### src/rtl/nic_pkg.sv
// nic_pkg: shared types, constants and the CRC-32C byte update for the
// node ID / address check. No dependencies; imported by every RTL file but nic_if.
`default_nettype none

package nic_pkg;

  // Build-time default for IPv6 support
  localparam bit NIC_SUPPORT_IPV6 = 1'b1;

  // CRC-32C, reflected form
  localparam logic [31:0] CRC_POLY = 32'h82F63B78;
  localparam logic [31:0] CRC_INIT = 32'hFFFFFFFF;

  // Per-octet address masks, first octet in the top byte
  localparam logic [31:0] V4_MASK = 32'h030F3FFF;
  localparam logic [63:0] V6_MASK = 64'h0103070F1F3F7FFF;

  // Identifier bits compared against the hash (top 21 bits)
  localparam int unsigned ID_CMP_W = 21;

  // One input item
  typedef struct packed {
    logic        is_ipv6;
    logic [31:0] ipv4_address;
    logic [63:0] ipv6_prefix;
    logic [7:0]  id_byte0;
    logic [7:0]  id_byte1;
    logic [7:0]  id_byte2;
    logic [7:0]  id_byte19;
  } in_t;

  // Between the two CRC halves
  typedef struct packed {
    logic                unsup;
    logic                is_ipv6;
    logic [31:0]         crc;
    logic [31:0]         tail;
    logic [ID_CMP_W-1:0] id_bits;
  } mid_t;

  // One result item
  typedef struct packed {
    logic        id_valid;
    logic [31:0] prefix_hash;
    logic        unsupported;
  } res_t;

  // One octet through the reflected CRC register, LSB first
  function automatic logic [31:0] crc_byte(input logic [31:0] crc, input logic [7:0] b);
    logic [31:0] c;
    c = crc ^ {24'h0, b};
    for (int k = 0; k < 8; k++) begin
      c = c[0] ? ((c >> 1) ^ CRC_POLY) : (c >> 1);
    end
    return c;
  endfunction

endpackage

`default_nettype wire

### src/rtl/nic_if.sv
// nic_if: valid/ready channel interfaces for the address check input and
// result streams. Depends on nothing.
`default_nettype none

interface nic_in_if;
  logic        valid;
  logic        ready;
  logic        is_ipv6;
  logic [31:0] ipv4_address;
  logic [63:0] ipv6_prefix;
  logic [7:0]  id_byte0;
  logic [7:0]  id_byte1;
  logic [7:0]  id_byte2;
  logic [7:0]  id_byte19;

  modport source (
    output valid, is_ipv6, ipv4_address, ipv6_prefix,
           id_byte0, id_byte1, id_byte2, id_byte19,
    input  ready
  );
  modport sink (
    input  valid, is_ipv6, ipv4_address, ipv6_prefix,
           id_byte0, id_byte1, id_byte2, id_byte19,
    output ready
  );
endinterface

interface nic_out_if;
  logic        valid;
  logic        ready;
  logic        id_valid;
  logic [31:0] prefix_hash;
  logic        unsupported;

  modport source (output valid, id_valid, prefix_hash, unsupported, input ready);
  modport sink   (input valid, id_valid, prefix_hash, unsupported, output ready);
endinterface

`default_nettype wire

### src/rtl/nic_front.sv
// nic_front: masks and seeds the address octets and runs the CRC over the
// first four of them. Depends on nic_pkg.
`default_nettype none

module nic_front import nic_pkg::*; #(
  parameter bit SUPPORT_IPV6 = NIC_SUPPORT_IPV6
) (
  input  in_t  item,
  output mid_t mid
);

  logic [63:0] oct;
  logic [31:0] crc;

  // Masked octets, IPv4 left-aligned in the top word
  always_comb begin
    if (item.is_ipv6) begin
      oct = item.ipv6_prefix & V6_MASK;
    end else begin
      oct = {item.ipv4_address & V4_MASK, 32'h0};
    end
    // seed into bits 7..5 of the first octet
    oct[63:61] = oct[63:61] | item.id_byte19[2:0];
  end

  // First four octets, first octet first
  always_comb begin
    crc = CRC_INIT;
    for (int i = 0; i < 4; i++) begin
      crc = crc_byte(crc, oct[63-8*i -: 8]);
    end
  end

  assign mid.unsup   = item.is_ipv6 & ~SUPPORT_IPV6;
  assign mid.is_ipv6 = item.is_ipv6;
  assign mid.crc     = crc;
  assign mid.tail    = oct[31:0];
  assign mid.id_bits = {item.id_byte0, item.id_byte1, item.id_byte2[7:3]};

endmodule

`default_nettype wire

### src/rtl/nic_back.sv
// nic_back: finishes the CRC over the last four IPv6 octets, complements it
// and compares against the identifier bits. Depends on nic_pkg.
`default_nettype none

module nic_back import nic_pkg::*; (
  input  mid_t mid,
  output res_t res
);

  logic [31:0] crc;
  logic [31:0] hash;

  // Remaining octets only for IPv6
  always_comb begin
    crc = mid.crc;
    if (mid.is_ipv6) begin
      for (int i = 0; i < 4; i++) begin
        crc = crc_byte(crc, mid.tail[31-8*i -: 8]);
      end
    end
  end

  assign hash = ~crc;

  // Result; an unsupported item reports zeros with the flag set
  always_comb begin
    if (mid.unsup) begin
      res.id_valid    = 1'b0;
      res.prefix_hash = 32'h0;
      res.unsupported = 1'b1;
    end else begin
      res.id_valid    = (mid.id_bits == hash[31:32-ID_CMP_W]);
      res.prefix_hash = hash;
      res.unsupported = 1'b0;
    end
  end

endmodule

`default_nettype wire

### src/rtl/node_id_ip_check.sv
// node_id_ip_check: checks that a node identifier is bound to its address.
// Channels: in_ch (sink) takes one address plus identifier bytes per
// transfer; out_ch (source) returns id_valid, the 32-bit CRC-32C hash and
// an unsupported flag, one result per input, in order.
// Pipeline: input register, mid register after the first four octets of
// CRC, result register after the last four octets and the compare.
// Throughput: one item per cycle unless out_ch.ready stalls the pipe; each stage holds one item and the
// per-stage CRC logic over four octets sets the clock path.
// Stall: when out_ch.ready is low the result register holds; earlier
// stages keep filling until all three are full, then in_ch.ready drops.
// in_ch.ready depends combinationally on out_ch.ready.
// Reset: synchronous rst_n clears all stage valid flags; no other state.
// SUPPORT_IPV6 = 0 makes IPv6 items return id_valid 0, hash 0,
// unsupported 1.
// Depends on nic_pkg, nic_if, nic_front, nic_back.
`default_nettype none

module node_id_ip_check import nic_pkg::*; #(
  parameter bit SUPPORT_IPV6 = NIC_SUPPORT_IPV6
) (
  input  logic clk,
  input  logic rst_n,
  nic_in_if.sink    in_ch,
  nic_out_if.source out_ch
);

  logic s0_v_r, s1_v_r, s2_v_r;
  in_t  s0_r;
  mid_t s1_r, mid_nxt;
  res_t s2_r, res_nxt;
  in_t  in_item;
  logic ld0, ld1, ld2;

  // Stage load enables; a stage loads when empty or emptying
  assign ld2 = ~s2_v_r | out_ch.ready;
  assign ld1 = ~s1_v_r | ld2;
  assign ld0 = ~s0_v_r | ld1;
  assign in_ch.ready = ld0;

  assign in_item.is_ipv6      = in_ch.is_ipv6;
  assign in_item.ipv4_address = in_ch.ipv4_address;
  assign in_item.ipv6_prefix  = in_ch.ipv6_prefix;
  assign in_item.id_byte0     = in_ch.id_byte0;
  assign in_item.id_byte1     = in_ch.id_byte1;
  assign in_item.id_byte2     = in_ch.id_byte2;
  assign in_item.id_byte19    = in_ch.id_byte19;

  nic_front #(.SUPPORT_IPV6(SUPPORT_IPV6)) u_front (
    .item (s0_r),
    .mid  (mid_nxt)
  );

  nic_back u_back (
    .mid (s1_r),
    .res (res_nxt)
  );

  // Valid flags
  always_ff @(posedge clk) begin
    if (!rst_n) begin
      s0_v_r <= 1'b0;
      s1_v_r <= 1'b0;
      s2_v_r <= 1'b0;
    end else begin
      if (ld0) s0_v_r <= in_ch.valid;
      if (ld1) s1_v_r <= s0_v_r;
      if (ld2) s2_v_r <= s1_v_r;
    end
  end

  // Payload registers
  always_ff @(posedge clk) begin
    if (ld0) s0_r <= in_item;
    if (ld1) s1_r <= mid_nxt;
    if (ld2) s2_r <= res_nxt;
  end

  assign out_ch.valid       = s2_v_r;
  assign out_ch.id_valid    = s2_r.id_valid;
  assign out_ch.prefix_hash = s2_r.prefix_hash;
  assign out_ch.unsupported = s2_r.unsupported;

  // Unsupported results carry no hash and never validate
  a_unsup_zero: assert property (@(posedge clk) disable iff (!rst_n)
    (s2_v_r && s2_r.unsupported) |-> (!s2_r.id_valid && s2_r.prefix_hash == 32'h0))
    else $error("unsupported result carries hash or valid");

  // Unsupported flag only when IPv6 is built out
  a_unsup_cfg: assert property (@(posedge clk) disable iff (!rst_n)
    s2_v_r |-> (!s2_r.unsupported || !SUPPORT_IPV6))
    else $error("unsupported flag with IPv6 enabled");

  // Input stalls only when the whole pipe is full
  a_stall_full: assert property (@(posedge clk) disable iff (!rst_n)
    !in_ch.ready |-> (s0_v_r && s1_v_r && s2_v_r))
    else $error("input stalled with an empty stage");

  // A blocked mid item is not lost
  a_mid_hold: assert property (@(posedge clk) disable iff (!rst_n)
    (s1_v_r && !ld2) |=> s1_v_r)
    else $error("mid stage dropped an item");

endmodule

`default_nettype wire

### src/flat_wrapper.sv
// flat-port wrapper written by rule: the top's interface ports become plain ports
module node_id_ip_check_flat import nic_pkg::*;
#(
  parameter bit SUPPORT_IPV6 = NIC_SUPPORT_IPV6
)
  (clk, rst_n, in_ch_valid, in_ch_is_ipv6, in_ch_ipv4_address, in_ch_ipv6_prefix, in_ch_id_byte0, in_ch_id_byte1, in_ch_id_byte2, in_ch_id_byte19, in_ch_ready, out_ch_valid, out_ch_id_valid, out_ch_prefix_hash, out_ch_unsupported, out_ch_ready);
  nic_in_if in_ch_i ();
  nic_out_if out_ch_i ();
  input  logic clk;
  input  logic rst_n;
  input wire logic [$bits(in_ch_i.valid)-1:0] in_ch_valid;
  input wire logic [$bits(in_ch_i.is_ipv6)-1:0] in_ch_is_ipv6;
  input wire logic [$bits(in_ch_i.ipv4_address)-1:0] in_ch_ipv4_address;
  input wire logic [$bits(in_ch_i.ipv6_prefix)-1:0] in_ch_ipv6_prefix;
  input wire logic [$bits(in_ch_i.id_byte0)-1:0] in_ch_id_byte0;
  input wire logic [$bits(in_ch_i.id_byte1)-1:0] in_ch_id_byte1;
  input wire logic [$bits(in_ch_i.id_byte2)-1:0] in_ch_id_byte2;
  input wire logic [$bits(in_ch_i.id_byte19)-1:0] in_ch_id_byte19;
  output wire logic [$bits(in_ch_i.ready)-1:0] in_ch_ready;
  output wire logic [$bits(out_ch_i.valid)-1:0] out_ch_valid;
  output wire logic [$bits(out_ch_i.id_valid)-1:0] out_ch_id_valid;
  output wire logic [$bits(out_ch_i.prefix_hash)-1:0] out_ch_prefix_hash;
  output wire logic [$bits(out_ch_i.unsupported)-1:0] out_ch_unsupported;
  input wire logic [$bits(out_ch_i.ready)-1:0] out_ch_ready;
  assign in_ch_i.valid = in_ch_valid;
  assign in_ch_i.is_ipv6 = in_ch_is_ipv6;
  assign in_ch_i.ipv4_address = in_ch_ipv4_address;
  assign in_ch_i.ipv6_prefix = in_ch_ipv6_prefix;
  assign in_ch_i.id_byte0 = in_ch_id_byte0;
  assign in_ch_i.id_byte1 = in_ch_id_byte1;
  assign in_ch_i.id_byte2 = in_ch_id_byte2;
  assign in_ch_i.id_byte19 = in_ch_id_byte19;
  assign in_ch_ready = in_ch_i.ready;
  assign out_ch_valid = out_ch_i.valid;
  assign out_ch_id_valid = out_ch_i.id_valid;
  assign out_ch_prefix_hash = out_ch_i.prefix_hash;
  assign out_ch_unsupported = out_ch_i.unsupported;
  assign out_ch_i.ready = out_ch_ready;
  node_id_ip_check #(.SUPPORT_IPV6(SUPPORT_IPV6)) u_core (.clk(clk), .rst_n(rst_n), .in_ch(in_ch_i), .out_ch(out_ch_i));
endmodule
### config.mk
export PLATFORM = sky130hd
export DESIGN_NAME = node_id_ip_check_flat
export DESIGN_NICKNAME = d
export VERILOG_FILES = /design/src/rtl/nic_pkg.sv /design/src/rtl/nic_if.sv /design/src/rtl/nic_front.sv /design/src/rtl/nic_back.sv /design/src/rtl/node_id_ip_check.sv /design/src/flat_wrapper.sv
export SDC_FILE = /design/constraint.sdc
export NUM_CORES = 1
export LEC_CHECK = 0
export ABC_AREA = 1
export BUFFER_PORTS_ARGS = -buffer_cell sky130_fd_sc_hd__buf_4
export CORE_ASPECT_RATIO = 1.75
export CORE_MARGIN = 4
export CORE_UTILIZATION = 50
export CTS_CLUSTER_SIZE = 10
export DETAILED_ROUTE_END_ITERATION = 10
export PLACE_DENSITY = 0.69
export SYNTH_ARGS = -nofsm -noshare
export SYNTH_HDL_FRONTEND = slang
export SYNTH_HIERARCHICAL = 1
export SYNTH_SLANG_ARGS = --single-unit
### constraint.sdc
create_clock -name clk -period 6.3 [get_ports clk]
set_clock_uncertainty 0.2 [all_clocks]
set_input_delay 1.26 -clock clk [delete_from_list [all_inputs] [get_ports clk]]
set_output_delay 1.26 -clock clk [all_outputs]
set_load 0.02 [all_outputs]
# Word level (Yosys, flattened, before mapping)
# Index checks and enable logic that the tools add are counted.
classes:
  n_eq_ne: 1
  muxes: 66
  n_bitwise: 80
op_table:
  columns: ["cell", "count"]
  rows:
  - ["32-bit 2-to-1 mux", 64]
  - ["16-bit inverter with 17-bit output", 64]
  - ["32-bit by 8-bit bitwise XOR with 32-bit output", 7]
  - ["58-bit 2-to-1 mux", 1]
  - ["32-bit inverter", 1]
  - ["8-bit inverter with 32-bit output", 1]
  - ["26-bit 2-to-1 mux", 1]
  - ["21-bit == test", 1]
  - ["1-bit inverter", 3]
  - ["1-bit OR", 3]
  - ["1-bit by 3-bit OR with 3-bit output, first input constant", 1]
word_totals:
  register_bits: 233
  input_bits: 133
  output_inout_bits: 36

# Longest topological paths before layout
# Gate-level depths: netlist of the first run.
depth:
  word_depth: 71
  ltp_mapped: 52
  mapped_depth_nobuf: 50

# Modules after synthesis
# Netlist of the first run, hierarchy kept.
by_module_without_submodules:
  columns: ["mod", "instances", "cells_each", "area_each_um2"]
  rows:
  - ["nic_back", 1, 1613, 8196.6]
  - ["node_id_ip_check", 1, 264, 7622.3]
  - ["nic_front", 1, 1049, 5602.9]

# Worst setup path after synthesis of the first run
# OpenSTA, ideal clock, no wires.
synth_path:
  path_type: "input to output"
  start: "input out_ch_ready"
  end: "output in_ch_ready"
  t_arrival_ns: 3.596
  required_time_ns: 4.840
  path_slack_ns: 1.244
  path_stages: 2
  path_buffers: 0
  cell_sequence: "inv_1 nand4_2"
synth_between:
  elab_chain_len: 3
synth_rtl:
  columns: ["element", "line", "text"]
  rows:
  - ["from (decl)", "flat_wrapper.sv:24", "input wire logic [$bits(out_ch_i.ready)-1:0] out_ch_ready;"]
  - ["1-bit OR", "node_id_ip_check.sv:35", "assign ld2 = ~s2_v_r | out_ch.ready;"]
  - ["1-bit OR", "node_id_ip_check.sv:36", "assign ld1 = ~s1_v_r | ld2;"]
  - ["1-bit OR", "node_id_ip_check.sv:37", "assign ld0 = ~s0_v_r | ld1;"]
  - ["to (decl)", "flat_wrapper.sv:19", "output wire logic [$bits(in_ch_i.ready)-1:0] in_ch_ready;"]
# Every way passes these cells.

==> impl_metrics.py, run 1 <==
metrics = {
    "grt": {
        "gr-total-overflow": 0,
        "grt_max_degree": 52,
        "grt.met1_usage_pct": 24.8,
        "grt_usage_pct": 28.6,
        "top_usage_layer": "met2",
        "grt_pass1_vias": 18300,
        "gr-usage-met3_pct": 3.60,
        "antenna_found_initial": 0,
        "grt_first_pass_wirelength_mm": 97.1,
        "use_met2_pct": 56.4,
    },
    "clock_network": {
        "clock-sinks": 205,
        "clk_pin_slew_ns": 0.06,
        "clk_latency_ns": 0.56,
        "htree_num_levels": 1,
        "cts_made_buffers": 26,
        "cts_hold_buf": 0,
        "tritoncts": "yes",
        "cts-root-buf": "clkbuf_16",
        "clk_path_buf_depth": 3,
    },
    "floorplan": {
        "initial_core_util_pct": 50.7,
        "die_area_um2": 43300,
        "die_h_um": 272,
        "design.core.area_um2": 39400,
        "io_pins": 169,
        "fp.dieW_um": 159,
        "row_count": 96,
    },
    "status": {
        "outcome": "complete, no violations",
    },
    "sta": {
        "tightest_slew_ns": 1.19,
        "slew_viol_final": 0,
        "timing_hold_violations_final": 0,
        "relSlewSlack_pct": 19.5,
        "period_minus_slack_ns": 5.83,
        "fin_tns_setup_ns": 0,
        "period_share_pct": 92.5,
        "finalSetupViolCount": 0,
        "timing.fmax_ghz": 0.172,
        "rsz0062_at_grt": "false",
    },
    "cells_and_area": {
        "diodes": 0,
        "final_layout_size_suffix_gt1_share_pct": 20.4,
        "syn2layout_area_growth_pct": 12.7,
        "fin_nets": 3184,
    },
    "flow_run": {
        "cap_violations": 0,
    },
    "worst_setup_path": {
        "crit_buf_inv": 4,
        "timing.rr.end": "u_core/out_ch.id_valid",
        "endpoint_kind": "flop",
        "cpLargestDelayFamily": "simple AND/OR/NAND/NOR gates",
        "startpoint_type": "flop",
        "slowest_stage": "edfxtp_1",
        "critPathArrivalTime_ns": 6.04,
        "cpPeakStageDelay_ns": 0.48,
        "crit_required_ns": 6.51,
        "worstSetupPathType": "flop to flop",
        "ff2ff_path_depth": 45,
        "r2r-start": "u_core/s1_r[45]",
        "crit_fanout": 14,
        "cpMostUsedCell": "nand2_1",
        "reg2reg_setup_slack_ns": 0.47,
    },
    "placed_design": {
        "port_buffers": 120,
        "place.gp.congestion": 1.03,
        "dp_hpwl_mm": 52.8,
    },
    "detailed_routing": {
        "ant_nets": 0,
        "vias_per_cell": 5.27,
        "drc": 0,
        "drt-initial-drc-count": 1033,
        "dr_total_vias": 18700,
        "wl_mm": 64.1,
        "wl_per_cell_um": 18.0,
        "dr.pass1.iters": 6,
    },
    "logic_synthesis": {
        "ys_warn_count": 6,
        "synthCells": 2878,
        "synth.avg_cell_area_um2": 6.94,
        "syn_area_um2": 20000,
    },
    "hold_path": {
        "hold_class": "flop to flop",
        "worstHoldStart": "u_core/s0_r[26]",
        "whs_path_depth": 0,
        "hold-path-endpoint": "u_core/s1_r[15]",
    },
}
state kept, by name (all words and copies together), names as in the netlist:
signal and count:
u_core/out_ch.prefix_hash 32, u_core/out_ch.unsupported 1, u_core/s0_v_r 1, u_core/s0_r 81, u_core/s1_r 87, u_core/out_ch.valid 1, u_core/out_ch.id_valid 1, u_core/s1_v_r 1
how the worst max path moves through the flow:
stage	startpoint	endpoint	slack, ns	cells after the start
after floorplan	u_core/s1_r[45]	u_core/out_ch.prefix_hash[8]	1.66	41
after global placement	u_core/s1_r[45]	u_core/out_ch.id_valid	0.38	44
after detailed placement	u_core/s1_r[45]	u_core/out_ch.id_valid	0.25	47
after CTS	u_core/s1_r[45]	u_core/out_ch.id_valid	0.21	47
after global routing	u_core/s1_r[47]	u_core/out_ch.id_valid	0.002	45
final	u_core/s1_r[45]	u_core/out_ch.id_valid	0.47	45
what timing repair did:
item | in CTS | in global routing
buffers inserted | 0 | 8
endpoints found under the setup margin | 0 | 13
gates resized for setup | 0 | 18
metal layers:
layer  vias to the layer above  share of wire (%)  routed length [um]
li1                       9441                  -                   -
met1                      8384                 32               20200
met2                       604                 54               34700
met3                       295                3.9                2470
met4                         0                 11                6750
met5                         -                  0                   0
stage by stage:
stage          setup slack [ns]  cell area, um2  instances  utilization [%]  hold WS [ns]
2_1_floorplan              1.66           20000       2884                -         0.240
3_3_place_gp              0.378           21600       3505             54.8         0.202
3_5_place_dp              0.253           21600       3505             54.8         0.205
4_1_cts                   0.214           22400       3548             56.8         0.209
5_1_grt                 0.00216           22500       3556             57.1         0.220
6_report                  0.474           22500       3556             57.1         0.210
placed cells by master (no fill, tap or decap), drive strengths merged:
master       n
a21o         1
a21oi       25
a31oi        1
and2         1
buf        221
bufinv       2
clkbuf      36
clkinv       6
clkinvlp     1
conb         7
dfxtp        3
edfxtp     202
inv        319
mux2i        1
nand2     1375
nand2b       1
nand3      477
nand3b      15
nand4       15
nor2        45
nor3         1
o211ai       4
o21ai       17
o221ai       4
or2         14
xnor2       47
xnor3        1
xor2       224
layout make-up:
class | count | area [um2]
Multi-Input combinational cell | 2276 | 12100
Inverter | 321 | 1210
Tap cell | 490 | 613
Timing Repair Buffer | 221 | 1660
Fill cell | 3736 | 16900
Clock inverter | 7 | 98.8
Clock buffer | 36 | 698
Sequential cell | 205 | 6130
Power of run 1 is not shown: default switching activity piles up to over one toggle a cycle in this logic, so the estimate is an artifact.
==> inputs of run 2 (changes only) <==
--- a/config.mk
+++ b/config.mk
@@ -9,10 +9,10 @@
 export BUFFER_PORTS_ARGS = -buffer_cell sky130_fd_sc_hd__buf_4
 export CORE_ASPECT_RATIO = 1.75
 export CORE_MARGIN = 4
-export CORE_UTILIZATION = 50
+export CORE_UTILIZATION = 63
 export CTS_CLUSTER_SIZE = 10
 export DETAILED_ROUTE_END_ITERATION = 10
-export PLACE_DENSITY = 0.69
+export PLACE_DENSITY = 0.84
 export SYNTH_ARGS = -nofsm -noshare
 export SYNTH_HDL_FRONTEND = slang
 export SYNTH_HIERARCHICAL = 1
==> impl_metrics.py, run 2 (synthesis results as in run 1) <==
metrics = {
    "status": {
        "outcome": "complete, no violations",
    },
    "sta": {
        "tightest_slew_ns": 1.00,
        "hold_ws_ns": 0.210,
        "period_share_pct": 95.0,
        "timing.fmax_ghz": 0.167,
        "period_minus_slack_ns": 5.98,
        "relSlewSlack_pct": 32.6,
        "slew_viol_final": 0,
        "timing_hold_violations_final": 0,
        "worst_slack_ns": 0.315,
        "finalSetupViolCount": 0,
    },
    "grt": {
        "grt.met1_usage_pct": 32.9,
        "gr-total-overflow": 0,
        "gr-usage-met3_pct": 4.65,
        "use_met2_pct": 66.8,
        "grt_first_pass_wirelength_mm": 97.7,
        "grt_pass1_vias": 18700,
        "grt_usage_pct": 36.4,
        "grt_max_degree": 64,
        "top_usage_layer": "met2",
        "antenna_found_initial": 1,
    },
    "cells_and_area": {
        "syn2layout_area_growth_pct": 11.5,
        "final_layout_size_suffix_gt1_share_pct": 20.2,
        "mostFrequentLayoutCell": "nand2_1",
        "diodes": 0,
        "fin_nets": 3179,
        "fin_util_pct": 70.9,
        "largest_reg_flops": 87,
        "regMostFlops": "u_core/s1_r",
        "fin_cells": 3456,
        "final_cell_mix": "nand2_1, nand3_1, inv_1, xor2_1, buf_4",
    },
    "detailed_routing": {
        "drc": 0,
        "wl_per_cell_um": 18.6,
        "vias_per_cell": 5.57,
        "drt-initial-drc-count": 1258,
        "ant_nets": 0,
        "wl_mm": 64.4,
        "dr.pass1.iters": 6,
        "dr_total_vias": 19200,
    },
    "placed_design": {
        "dp_cells": 3413,
        "place.gp.congestion": 1.08,
        "dp_hpwl_mm": 52.7,
        "port_buffers": 120,
        "preCtsSetupSlack_ns": 0.208,
    },
    "clock_network": {
        "htree_num_levels": 1,
        "clk_path_buf_depth": 3,
        "clock-sinks": 205,
        "tritoncts": "yes",
        "cts_made_buffers": 25,
        "cts-root-buf": "clkbuf_16",
        "clk_latency_ns": 0.55,
        "cts_hold_buf": 0,
        "clk_pin_slew_ns": 0.06,
    },
    "floorplan": {
        "die_h_um": 244,
        "design.core.area_um2": 31400,
        "io_pins": 169,
        "die_area_um2": 34700,
        "fp.dieW_um": 143,
        "initial_core_util_pct": 63.6,
        "row_count": 86,
    },
    "worst_setup_path": {
        "startpoint_type": "flop",
        "slowest_stage": "edfxtp_1",
        "critPathArrivalTime_ns": 6.19,
        "worstSetupPathType": "flop to flop",
        "crit_fanout": 14,
        "endpoint_kind": "flop",
        "cpMostUsedCell": "nand2_1",
        "cpPeakStageDelay_ns": 0.47,
        "crit_required_ns": 6.51,
    },
    "hold_path": {
        "hold_class": "flop to flop",
    },
    "flow_run": {
        "cap_violations": 0,
    },
}
[run 2: path summary, 6_finish.rpt]
| path | startpoint | to | slack (ns) | depth (start not counted) |
|---|---|---|---|---|
| max | u_core/s1_r[53] | u_core/out_ch.id_valid | 0.32 | 39 |
| min | u_core/s0_r[19] | u_core/s1_r[8] | 0.21 | 0 |
| max reg2reg | u_core/s1_r[53] | u_core/out_ch.id_valid | 0.32 | 39 |
| min reg2reg | u_core/s0_r[19] | u_core/s1_r[8] | 0.21 | 0 |
[run 2: layout make-up]
cell class / instances / area, um2
Clock buffer: 37 / 681
Multi-Input combinational cell: 2276 / 12100
Inverter: 321 / 1220
Clock inverter: 4 / 36.3
Tap cell: 396 / 495
Fill cell: 2703 / 9140
Timing Repair Buffer: 217 / 1630
Sequential cell: 205 / 6130
[run 2: metrics by stage]
stage / cell area, um2 / TNS, ns
finish: 22300 / 0
global route: 22300 / -0.00812
CTS: 22200 / 0
detailed placement: 21500 / 0
global placement: 21500 / 0
floorplan: 20000 / 0
[run 2: metal layers]
metal | share of wire [%] | wire, um | vias to the layer above
met5 | 0.012 | 8 | -
li1 | - | - | 9428
met2 | 52 | 33700 | 779
met3 | 4.8 | 3060 | 336
met1 | 31 | 19900 | 8694
met4 | 12 | 7670 | 2
[run 2: critical path, delay by kind of cell, from the launching register on]
kind / cells / cell delay [ns]
and+or+nand+nor: 35 / 4.69
AOI/OAI and AO/OA: 1 / 0.11
buffers and inverters: 3 / 0.37
DFF: 1 / 0.47
[run 2: timing repair]
item / 4_1_cts / 5_1_grt
setup endpoints to repair: 0 / 13
setup buffers: 0 / 2
resized for setup: 0 / 22
Power of run 2 is left out for the same reason.
